File: config.mk
export PLATFORM = sky130hd
export DESIGN_NAME = tcds_cell
export DESIGN_NICKNAME = d
export VERILOG_FILES = /design/src/hw/rtl/tcds_pkg.sv /design/src/hw/rtl/tcds_cell.sv
export SDC_FILE = /design/constraint.sdc
export NUM_CORES = 1
export LEC_CHECK = 0
export BUFFER_PORTS_ARGS = -buffer_cell sky130_fd_sc_hd__clkbuf_2
export CORE_UTILIZATION = 30
export DETAILED_ROUTE_END_ITERATION = 8
export GPL_ROUTABILITY_DRIVEN = 0
export PLACE_DENSITY_LB_ADDON = 0.2
export SYNTH_ARGS = -nofsm -noshare
export SYNTH_HDL_FRONTEND = slang
export SYNTH_SLANG_ARGS = --single-unit
export TNS_END_PERCENT = 100
File: constraint.sdc
create_clock -name clk -period 4.8 [get_ports clk]
set_input_delay 0.48 -clock clk [delete_from_list [all_inputs] [get_ports clk]]
set_output_delay 0.48 -clock clk [all_outputs]
set_load 0.1 [all_outputs]
File: src/hw/rtl/tcds_pkg.sv
// Package for threshold_count_done_set: shared types and constants.
// No dependencies; used by the interfaces, the cell and the top level.
package tcds_pkg;

    localparam int VALUE_W  = 64;
    localparam int COUNT_W  = 8;
    localparam int CFG_IDX_W = 1;
    localparam int CFG_DATA_W = 8;

    // func codes
    localparam logic FUNC_QUERY  = 1'b0;
    localparam logic FUNC_RECORD = 1'b1;

    // configuration register indexes
    localparam logic [CFG_IDX_W-1:0] REG_DONE_THRESHOLD = 1'd0;
    localparam logic [CFG_IDX_W-1:0] REG_COUNT_PRIMES   = 1'd1;

    // status codes
    localparam logic [1:0] STATUS_OK       = 2'd0;
    localparam logic [1:0] STATUS_MISMATCH = 2'd1;
    localparam logic [1:0] STATUS_FULL     = 2'd2;

    // token walking down the cell chain
    typedef struct packed {
        logic               act;      // token present in this slot
        logic               rec;      // record item
        logic               kind_ok;  // result kind matches configured kind
        logic               found;    // value hit or allocated upstream
        logic               done;     // value done after this item
        logic               became;   // this record reached the threshold
        logic [COUNT_W-1:0] thr;      // effective threshold
        logic [VALUE_W-1:0] value;
    } token_t;

endpackage

File: src/hw/rtl/tcds_cell.sv
// One table entry of threshold_count_done_set: value, hit count, valid bit.
// Looks at the passing token, updates itself, hands the token on. Uses tcds_pkg.
module tcds_cell (
    input  logic             clk,
    input  logic             rst_n,
    input  tcds_pkg::token_t tok_in,
    output tcds_pkg::token_t tok_out
);

    logic                           valid_reg, valid_next;
    logic [tcds_pkg::VALUE_W-1:0]   value_reg, value_next;
    logic [tcds_pkg::COUNT_W-1:0]   count_reg, count_next;
    logic [tcds_pkg::COUNT_W-1:0]   count_inc;
    tcds_pkg::token_t               tok_reg, tok_next;
    logic                           hit;
    logic                           alloc;

    always_comb
    begin
        hit   = tok_in.act && valid_reg && (value_reg == tok_in.value);
        // table fills from the front, so the first free cell is the free one
        alloc = tok_in.act && !valid_reg && !tok_in.found && tok_in.rec && tok_in.kind_ok;
        count_inc  = count_reg + 1'b1;
        valid_next = valid_reg;
        value_next = value_reg;
        count_next = count_reg;
        tok_next   = tok_in;
        if (hit)
        begin
            tok_next.found = 1'b1;
            if (tok_in.rec && tok_in.kind_ok && (count_reg < tok_in.thr))
            begin
                count_next      = count_inc;
                tok_next.became = (count_inc == tok_in.thr);
                tok_next.done   = (count_inc >= tok_in.thr);
            end
            else
            begin
                tok_next.done = (count_reg >= tok_in.thr);
            end
        end
        else if (alloc)
        begin
            valid_next      = 1'b1;
            value_next      = tok_in.value;
            count_next      = {{(tcds_pkg::COUNT_W-1){1'b0}}, 1'b1};
            tok_next.found  = 1'b1;
            tok_next.became = (tok_in.thr == {{(tcds_pkg::COUNT_W-1){1'b0}}, 1'b1});
            tok_next.done   = tok_next.became;
        end
    end

    always_ff @(posedge clk or negedge rst_n)
    begin
        if (!rst_n)
        begin
            valid_reg <= 1'b0;
            tok_reg   <= '0;
        end
        else
        begin
            valid_reg <= valid_next;
            tok_reg   <= tok_next;
        end
    end

    always_ff @(posedge clk)
    begin
        value_reg <= value_next;
        count_reg <= count_next;
    end

    assign tok_out = tok_reg;

endmodule

After elaboration in Yosys (flattened, before gate mapping)
Cells that the tools add are included.

Bitwise operators: 1. Reduce and logical (&&, ||, !) cells: 13. Add/sub/neg operators: 1. Multiplexer cells: 7. Equality and inequality tests: 4. $lt $le $gt $ge: 3.

Operators by type and width (number): 64-bit equality test (1); 8-bit two-way mux (3); 8-bit greater-or-equal comparator (2); 8-bit by 1-bit adder with 8-bit output, second input constant (1); 8-bit by 1-bit equality test with 1-bit output, second input constant (1); 8-bit equality test (1); 1-bit logical AND (8); 8-bit less-than comparator (1); 3-bit two-way mux (2); 2-bit AND reduction (2); 1-bit logical NOT (2); 1-bit two-way mux (2); 2-bit by 1-bit != test with 1-bit output, second input constant (1); 2-bit nonzero test (1); 1-bit NOT (1).

Register bits after elaboration: 151. Output and inout port bits: 78. Logic and storage cells: 40.

Longest topological paths before layout
Gate-level depths: netlist of run 1.

Depth in word-level cells: 7. Depth in mapped cells: 10.

Worst setup path after synthesis of run 1
Ideal clock, no wire load.

Kind: in2reg. Start point: in tok_in[75] in the netlist's numbering. End point: reg tok_reg, in the netlist tok_out[72]. Path buffers: 0. Stages: 7. Data arrival time: 2.621 ns. Slack: 2.099 ns. Cells stage by stage: nand2_1 > nor3_1 > nand2_1 > inv_1 > and3_1 > a21oi_1 > mux2i_1.

RTL lines: start: declaration (RTL line tcds_cell.sv:6) `input tcds_pkg::token_t tok_in,`; end signal: assignment (RTL line tcds_cell.sv:63) `tok_reg <= tok_next;`; end: declaration (RTL line tcds_cell.sv:14) `tcds_pkg::token_t tok_reg, tok_next;`.

Final worst setup path of run 1
Start point: reg value_reg[2] in the netlist's numbering. End point: reg count_reg[6] in the netlist's numbering (enable).

Longest elaborated chain between the ends: 4. Elaborated cells between the ends (all ways): 5. Classes of those cells: eq/ne: 2; reduce/logical: 3.

Ends and longest elaborated chain: start: declaration (RTL line tcds_cell.sv:11) `logic [tcds_pkg::VALUE_W-1:0] value_reg, value_next;`; start signal: assignment (RTL line tcds_cell.sv:69) `value_reg <= value_next;`; 64-bit equality test (*) (RTL line tcds_cell.sv:20) `hit = tok_in.act && valid_reg && (value_reg == tok_in.value);`; 1-bit logical AND (*) (RTL line tcds_cell.sv:20); 2-bit by 1-bit != test with 1-bit output (no line) or 2-bit nonzero test (tied branches); 2-bit AND reduction (no line) (*); end signal: assignment (RTL line tcds_cell.sv:70) `count_reg <= count_next;`; end: declaration (RTL line tcds_cell.sv:12) `logic [tcds_pkg::COUNT_W-1:0] count_reg, count_next;`.

Every way passes the cells marked *; elsewhere a longest branch is shown, timed or not. A chain may end at the register's enable or synchronous reset.

==> flow_summary.yaml, run 1 <==
power:
  cell_internal_pwr_w: 0.00220
  switchingPower_w: 0.000874
  leakage_nw: 3.22
  power_density_mw_per_mm2: 429
  ir_drop_mv: 0.288
  p_total_w: 0.00308
  pwr-share-seq_pct: 46.0
  p_comb_share_pct: 13.6
  p_clk_share_pct: 40.4
  sw_frac_of_total_pct: 28.4
sta:
  period_share_pct: 63.2
  final-setup-viol-count: 0
  fmax_mhz: 329
  tns_ps: 0
  tightest_slew_ps: 941
  rsz0062_at_grt: "false"
  hold_violations: 0
  max-slew-margin-rel_pct: 37.2
  min_period_ps: 3040
  setup_slack_ps: 1760
  maxSlewViolCount: 0
  clock_skew_ps: 14.7
placement:
  dp_hpwl_um: 8730
  placement.cell_area_mm2: 0.00661
  io_buffers: 157
  pre_cts_slack_ps: 1410
setup_path:
  path_buf_inv: 0
  r2r_cells: 6
  critPathKind: "register to register"
  cp-end-kind: "register"
  critPathMaxFanout: 12
  worstPathCellList: "xor2_1, nor4_1, nand4_1, nor3_1, nand4_1, o21ai_1"
  critPathMaxStageDelay_ps: 690
  cp.required_ps: 4840
  crit_arrival_ps: 3080
  path_common_cell: "nand4_1"
  cp_top_family: "simple AND/OR/NAND/NOR gates"
  cp.depth: 6
  cp-start-kind: "register"
  crit_slowest_cell: "o21ai_1"
cts:
  post_cts_resized: 0
  cts_tree: "built"
  clkLatencyLatePin_ps: 420
  cts_inserted_buffers: 17
  clk_pin_slew_worst_paths_ps: 60
  cts.htree.levels: 4
  clock-root-buffer: "clkbuf_16"
  postCtsSetupBuffers: 0
  clock_sinks: 151
  clock_path_buffers: 2
die:
  rows: 49
  io_pins: 158
  die_x_um: 138
  die_y_um: 138
  start_util_pct: 30.7
  die-area_mm2: 0.0190
  coreArea_mm2: 0.0180
drt:
  wl_per_cell_um: 15.3
  vias: 3317
  via_per_inst: 4.35
  topRoutingLayerUsed: "met4"
  routed-wl-met3_um: 663
  first_iter_violations: 142
  ant_nets: 0
  met2WireLength_um: 5620
  wl_met1_um: 5310
  post-route-drc-count: 0
  drt_pre_antenna_iters: 4
  routed_wl_um: 11700
yosys:
  yosysTopAreaCellShare_pct: 39.1
  ys.warnings.count: 0
  synth_top_family_by_area: "XOR/XNOR gates"
  synth_common_cells: "79 x dfrtp_1, 72 x edfxtp_1, 48 x xor2_1, 25 x inv_1, 17 x ha_1"
  synth_compound_area_share_pct: 3.73
  synthMostInstantiatedCell: "dfrtp_1"
  synth_area_per_cell_um2: 16.1
  synth_top_area_cell: "edfxtp_1"
  synth_fa_ha_area_share_pct: 3.84
  async_flop_share_pct: 52.3
  synth_area_mm2: 0.00554
  synth-seq-cells: 151
  synth_flop_cell: "dfrtp_1"
  synth-simple-area-share_pct: 6.19
  synthesis.nets: 440
  ys_seq_area_share_pct: 74.8
  synth_xor_area_share_pct: 9.02
  muxShareOfSynthArea_pct: 0.542
  synth_area_leaders: "edfxtp_1 39%, dfrtp_1 36%, xor2_1 7.6%"
  syn_inst: 343
  synth_edf_count: 72
  post_synth_num_cell_types: 36
global_route:
  grt_pass1_vias: 3390
  overflow: 0
  grt_antenna_before_repair: 0
  grt.total_usage_pct: 13.1
  grt_max_degree: 59
  grt_pass1_wl_um: 18000
flow_run:
  drv_cap: 0
outcome:
  outcome: "finished clean"
min_path:
  hold_depth: 1
  hold_class: "input pin to register"
final_layout:
  area_growth_pct: 29.7
  antenna_cells: 0
  fin_nets: 618
  largest_reg_flops: 78
  final_layout_size_suffix_gt1_share_pct: 35.0
  fin_area_mm2: 0.00718
==> per-layer routing <==
metal	vias to the layer above	GRT usage, %
met1	1615	16.3
li1	1586	-
met3	8	4.67
met5	-	0
met2	108	21.2
met4	0	4.17
==> repair_timing <==
item	4_1_cts	5_1_grt
endpoints found under the hold margin	21	0
setup endpoints to repair	0	0
hold buffers	1	0
==> path summary, 6_finish.rpt <==
check                        startpoint           end  slack (ps)
min                          tok_in[75]   tok_out[75]         190
max in group asynchronous         rst_n   tok_out[73]        3250
max reg2reg                value_reg[2]  count_reg[6]        1760
min in group asynchronous         rst_n   tok_out[55]         480
max                        value_reg[2]  count_reg[6]        1760
min reg2reg                   valid_reg     valid_reg         500
==> logic make-up after synthesis <==
group,count (synthesis)
flip-flops,151
AND/OR/NAND/NOR,60
XOR/XNOR,57
AO/OA/AOI/OAI,29
buffers and inverters,26
adder cells (fa/ha/maj),17
multiplexers,3
==> through the flow <==
step                instances  hold slack (ps)  util, %
floorplan                 343              184        -
global placement          730              381     36.7
detailed placement        730              384     36.7
CTS                       763              167     39.8
global route              763              163     39.8
finish                    763              193     39.8
==> worst register-to-register path: stages (launching register included) <==
cell and delay [ps]:
edfxtp_1 370, xor2_1 150, nor4_1 380, nand4_1 230, nor3_1 350, nand4_1 490
o21ai_1 690
==> power groups by stage <==
| stage | clock network, W | registers (W) | logic [W] |
|---|---|---|---|
| 6_report | 0.00124 | 0.00142 | 0.000417 |
| 5_1_grt | 0.00135 | 0.00142 | 0.000439 |
| 4_1_cts | 0.00129 | 0.00142 | 0.000423 |
| 3_5_place_dp | 0 | 0.00144 | 0.000422 |
| 3_3_place_gp | 0 | 0.00144 | 0.000418 |
| 2_1_floorplan | 0 | 0.00169 | 0.0000452 |
==> layout make-up <==
class                      count  area (µm²)
fill                        1724       10800
tap                          229         287
clock inverter                10        98.8
timing repair buffer         160         813
sequential                   151        4140
inverter                      25        93.8
multi-input combinational    166        1290
clock buffer                  22         454
==> cells in the final DEF (no fill, tap or decap), types with 3 or more instances in the layout <==
master        n
o22ai_1       3
nor4_1       13
nand3_1       5
nand4_1       5
a21oi_1       5
ha_1         17
edfxtp_1     72
xor2_1       48
buf_4         3
mux2i_1       3
a21o_1        5
clkbuf_2    156
inv_1        24
xnor2_1       9
clkbuf_16    17
nor2_1        8
nor2b_1       6
dfrtp_1      79
nand2_1       6
clkbuf_1      4
nand2b_1      4
and3_1        3
clkinvlp_4    4
o21ai_0       3
nor3_1        3
Note: power is estimated with default switching activity, not from simulation.
==> inputs of run 2 (changes only) <==
==> constraint.sdc (replaced) <==
create_clock -name clk -period 3.1 [get_ports clk]
set_input_delay 0.31 -clock clk [delete_from_list [all_inputs] [get_ports clk]]
set_output_delay 0.31 -clock clk [all_outputs]
set_load 0.1 [all_outputs]
==> flow_summary.yaml, run 2 (synthesized netlist as in run 1, its figures left out) <==
global_route:
  overflow: 0
  grt_antenna_before_repair: 0
  grt_pass1_vias: 3424
  grt.total_usage_pct: 13.4
  grt_pass1_wl_um: 18500
  grt_max_degree: 53
sta:
  maxSlewViolCount: 0
  clock_skew_ps: 10.9
  fmax_mhz: 381
  min_period_ps: 2620
  final-setup-viol-count: 0
  hold_violations: 0
  max-slew-margin-rel_pct: 54.9
  period_share_pct: 84.6
  tns_ps: 0
  rsz0062_at_grt: "false"
  fin_hold_ws_ps: 29.6
  tightest_slew_ps: 672
drt:
  drt_pre_antenna_iters: 4
  wl_per_cell_um: 15.4
  post-route-drc-count: 0
  via_per_inst: 4.31
  routed_wl_um: 11800
  ant_nets: 0
  vias: 3307
  first_iter_violations: 125
setup_path:
  critPathKind: "register to register"
  critPathMaxStageDelay_ps: 580
  crit_slowest_cell: "o21ai_1"
  crit_arrival_ps: 2670
  worstPathCellList: "xor2_1, nor4_1, nand4_1, nor3_1, nand4_1, o21ai_1"
  cp.required_ps: 3150
  path_common_cell: "nand4_1"
  cp-start-kind: "register"
  cp-end-kind: "register"
  critPathMaxFanout: 8
die:
  start_util_pct: 30.7
  die_x_um: 138
  die_y_um: 138
  io_pins: 158
  die-area_mm2: 0.0190
  rows: 49
  coreArea_mm2: 0.0180
power:
  power_density_mw_per_mm2: 670
  leakage_nw: 3.27
  p_total_w: 0.00486
  ir_drop_mv: 0.410
final_layout:
  antenna_cells: 0
  num-fill-cells: 1743
  fin_nets: 622
  multi_input_area_mm2: 0.00129
  final_cell_mix: "156 x clkbuf_2, 79 x dfrtp_1, 72 x edfxtp_1"
  ff_latch_area_mm2: 0.00414
  largest_reg_flops: 78
  final_layout_size_suffix_gt1_share_pct: 36.1
  area_growth_pct: 31.0
  final_common_cell: "clkbuf_2"
  postLayoutCoreUtil_pct: 40.2
min_path:
  hold_class: "input pin to register"
cts:
  clk_pin_slew_worst_paths_ps: 60
  postCtsSetupBuffers: 0
  cts_inserted_buffers: 17
  cts.htree.levels: 4
  clock-root-buffer: "clkbuf_16"
  clock_path_buffers: 2
  clkLatencyLatePin_ps: 420
  clock_sinks: 151
  cts_tree: "built"
placement:
  io_buffers: 157
  dp_hpwl_um: 8780
flow_run:
  drv_cap: 0
outcome:
  outcome: "finished clean"
==> run 2: changes by cell type in the layout (fill, tap and decap cells not counted), sizes merged <==
cell	delta
clkbuf	-3
buf	+3
inv	+5
clkinvlp	-2
dlygate4sd3	+1
==> run 2: final cells by class <==
| cell class | count | share of cell area [%] |
|---|---|---|
| well taps | 229 | 3.95 |
| repair buffers | 164 | 11.8 |
| clock inverters | 13 | 1.93 |
| clock buffers | 19 | 6.11 |
| flip-flops and latches | 151 | 57.1 |
| multi-input cells | 166 | 17.8 |
| inverters | 25 | 1.29 |
==> run 2: per-layer routing <==
| metal | GRT usage (%) | up-vias | wire length [µm] |
|---|---|---|---|
| met5 | 0 | - | 0 |
| met4 | 4.71 | 0 | 153 |
| met3 | 4.19 | 13 | 646 |
| met2 | 21.9 | 112 | 5650 |
| met1 | 16.6 | 1589 | 5360 |
| li1 | - | 1593 | - |
==> run 2: worst paths after layout <==
| check | startpoint | end | slack, ps | depth (start not counted) |
|---|---|---|---|---|
| worst max-delay path | value_reg[2] | count_reg[7] | 480 | 6 |
| worst min-delay path | tok_in[76] | tok_out[76] | 30 | 1 |
| worst max register to register | value_reg[2] | count_reg[7] | 480 | 6 |
| worst min register to register | valid_reg | valid_reg | 510 | 1 |
| max in group asynchronous | rst_n | tok_out[9] | 1940 | 3 |
| min in group asynchronous | rst_n | tok_out[13] | 470 | 2 |
==> run 2: power breakdown <==
| group | internal (W) | leakage (nW) | switching (W) | total (W) |
|---|---|---|---|---|
| Sequential | 0.00217 | 1.59 | 0.0000215 | 0.00219 |
| Combinational | 0.000114 | 1.40 | 0.000536 | 0.000650 |
| Clock | 0.00116 | 0.281 | 0.000860 | 0.00202 |
==> run 2: repair_timing <==
action	in CTS	in global routing
endpoints found under the hold margin	51	0
resized for setup	0	0
hold buffers	2	0
setup endpoints to repair	0	0
==> run 2: through the flow <==
step	instances	setup slack, ps	area [µm²]
2_1_floorplan	343	562	5540
6_report	767	476	7250
5_1_grt	767	310	7250
3_5_place_dp	733	343	6650
4_1_cts	767	403	7250
3_3_place_gp	733	390	6650
==> run 2: critical path, delay by kind of cell, from the launching register on <==
family	cells	cell delay, ps
xor gates and xnor gates	1	150
DFF	1	380
and+or+nand+nor	4	1140
AOI/OAI and AO/OA	1	580
==> inputs of run 3 (changes only) <==
==> constraint.sdc (replaced) <==
create_clock -name clk -period 2.4 [get_ports clk]
set_input_delay 0.24 -clock clk [delete_from_list [all_inputs] [get_ports clk]]
set_output_delay 0.24 -clock clk [all_outputs]
set_load 0.1 [all_outputs]
==> flow_summary.yaml, run 3 (synthesized netlist as in run 1, its figures left out) <==
cts:
  clock-root-buffer: "clkbuf_16"
  clk_pin_slew_worst_paths_ps: 60
  cts.htree.levels: 4
  cts_tree: "built"
  clock_sinks: 151
  cts_inserted_buffers: 17
  clock_path_buffers: 2
  clkLatencyLatePin_ps: 430
final_layout:
  final_layout_size_suffix_gt1_share_pct: 32.5
  area_growth_pct: 46.0
  final_common_cell: "clkbuf_2"
  fin_nets: 694
  largest_reg_flops: 78
  num-fill-cells: 1621
  final_cell_mix: "150 x clkbuf_2, 79 x dfrtp_1, 73 x dlygate4sd3_1"
  antenna_cells: 0
  postLayoutCoreUtil_pct: 44.8
die:
  start_util_pct: 30.7
  die-area_mm2: 0.0190
  io_pins: 158
  coreArea_mm2: 0.0180
  rows: 49
  die_x_um: 138
  die_y_um: 138
sta:
  maxSlewViolCount: 0
  clock_skew_ps: 21.8
  period_share_pct: 96.1
  hold_violations: 0
  min_period_ps: 2310
  max-slew-margin-rel_pct: 60.1
  tightest_slew_ps: 601
  final-setup-viol-count: 0
  fmax_mhz: 434
  rsz0062_at_grt: "true"
  tns_ps: 0
setup_path:
  cp.required_ps: 2520
  critPathCapture: "count_reg[2]"
  cp.depth: 10
  cp-end-kind: "register"
  cp_top_family: "compound AO/OA/AOI/OAI gates"
  cp-start-kind: "input pin"
  critPathMaxStageDelay_ps: 530
  crit_arrival_ps: 2430
  critPathKind: "input pin to register"
  r2r_cells: 7
  startpoint: "tok_in[69]"
  r2r_start: "count_reg[5]"
  r2r_slack_ps: 160
  critPathMaxFanout: 8
  worstPathCellList: "dlygate4sd3_1, clkbuf_2, inv_1, ha_1, a21o_1, a21o_1, a21o_1, a211o_1, o21ai_1, buf_4"
  path_buf_inv: 4
  crit_slowest_cell: "dlygate4sd3_1"
  path_common_cell: "a21o_1"
  r2r-end: "count_reg[2]"
placement:
  dp_hpwl_um: 8430
  io_buffers: 157
min_path:
  hold_class: "input pin to register"
power:
  ir_drop_mv: 0.469
  power_density_mw_per_mm2: 800
  leakage_nw: 3.62
global_route:
  grt_antenna_before_repair: 0
  grt_pass1_wl_um: 18800
  grt_pass1_vias: 3831
  grt.total_usage_pct: 13.5
  overflow: 0
  grt_max_degree: 46
flow_run:
  drv_cap: 0
drt:
  via_per_inst: 4.29
  routed_wl_um: 11900
  wl_per_cell_um: 14.1
  post-route-drc-count: 0
  ant_nets: 0
  vias: 3600
  drt_pre_antenna_iters: 4
  first_iter_violations: 161
outcome:
  outcome: "finished clean"
-- run 3: cell types whose count changed in the layout (fill, tap and decap cells not counted), sizes merged --
| cell | before | now |
|---|---|---|
| buf | 6 | 10 |
| bufinv | 1 | 3 |
| clkbuf | 175 | 171 |
| clkinv | 3 | 5 |
| clkinvlp | 2 | 1 |
| dlygate4sd3 | 2 | 73 |
| dlymetal6s4s | 0 | 3 |
| inv | 32 | 27 |
-- run 3: area by class of cell --
cell class	count	area [µm²]	area share, %
repair buffers	236	1620	20.0
well taps	229	287	3.55
flip-flops and latches	151	4140	51.2
clock buffers	21	450	5.57
multi-input cells	166	1340	16.6
inverters	25	97.6	1.21
clock inverters	11	148	1.83
-- run 3: metrics by stage --
stage,hold slack [ps],total power [W],std cells,setup WS [ps],instance area (µm²)
finish,35.2,0.00646,839,93.3,8080
global route,29.4,0.00673,839,-24.1,8080
CTS,14.4,0.00657,845,3.04,8070
detailed placement,223,0.00373,737,-131,6700
global placement,214,0.00372,737,-53.3,6700
floorplan,-55.6,0.00348,343,92.8,5540
-- run 3: worst min path at each step --
| stage | depth (start not counted) | start | endpoint | slack [ps] |
|---|---|---|---|---|
| global placement | 1 | rst_n | tok_out[55] | 210 |
| finish | 1 | tok_in[8] | value_reg[8] | 40 |
| detailed placement | 1 | rst_n | tok_out[55] | 220 |
| floorplan | 0 | rst_n | tok_out[0] | -60 |
| global route | 1 | tok_in[8] | value_reg[8] | 30 |
| CTS | 3 | tok_in[74] | tok_out[74] | 10 |
-- run 3: power breakdown --
group          total (W)  switching [W]  leakage [nW]  internal [W]
Clock            0.00269        0.00102         0.296       0.00167
Combinational   0.000939       0.000711          1.74      0.000228
Sequential       0.00283      0.0000272          1.59       0.00280
Total            0.00646        0.00176          3.62       0.00470
-- run 3: routing by layer --
| layer | vias to the layer above | global-route usage, % | wire, µm |
|---|---|---|---|
| li1 | 1733 | - | - |
| met1 | 1764 | 16.4 | 5420 |
| met2 | 96 | 21.8 | 5830 |
| met3 | 7 | 4.38 | 476 |
| met4 | 0 | 6.28 | 125 |
| met5 | - | 0 | 0 |
-- run 3: worst register-to-register path: stages, from the launching register on --
cell and delay (ps):
edfxtp_1 450, ha_1 320, a21o_1 180, a21o_1 170, a21o_1 200, a211o_1 310
o21ai_1 140, buf_4 190
-- run 3: repair_timing --
action / 4_1_cts / 5_1_grt
hold buffers: 76 / 0
setup buffers: 0 / 0
cloned: 0 / 0
endpoints found under the hold margin: 109 / 0
pin swaps: 0 / 10
resized for setup: 2 / 9
endpoints found under the setup margin: 11 / 12
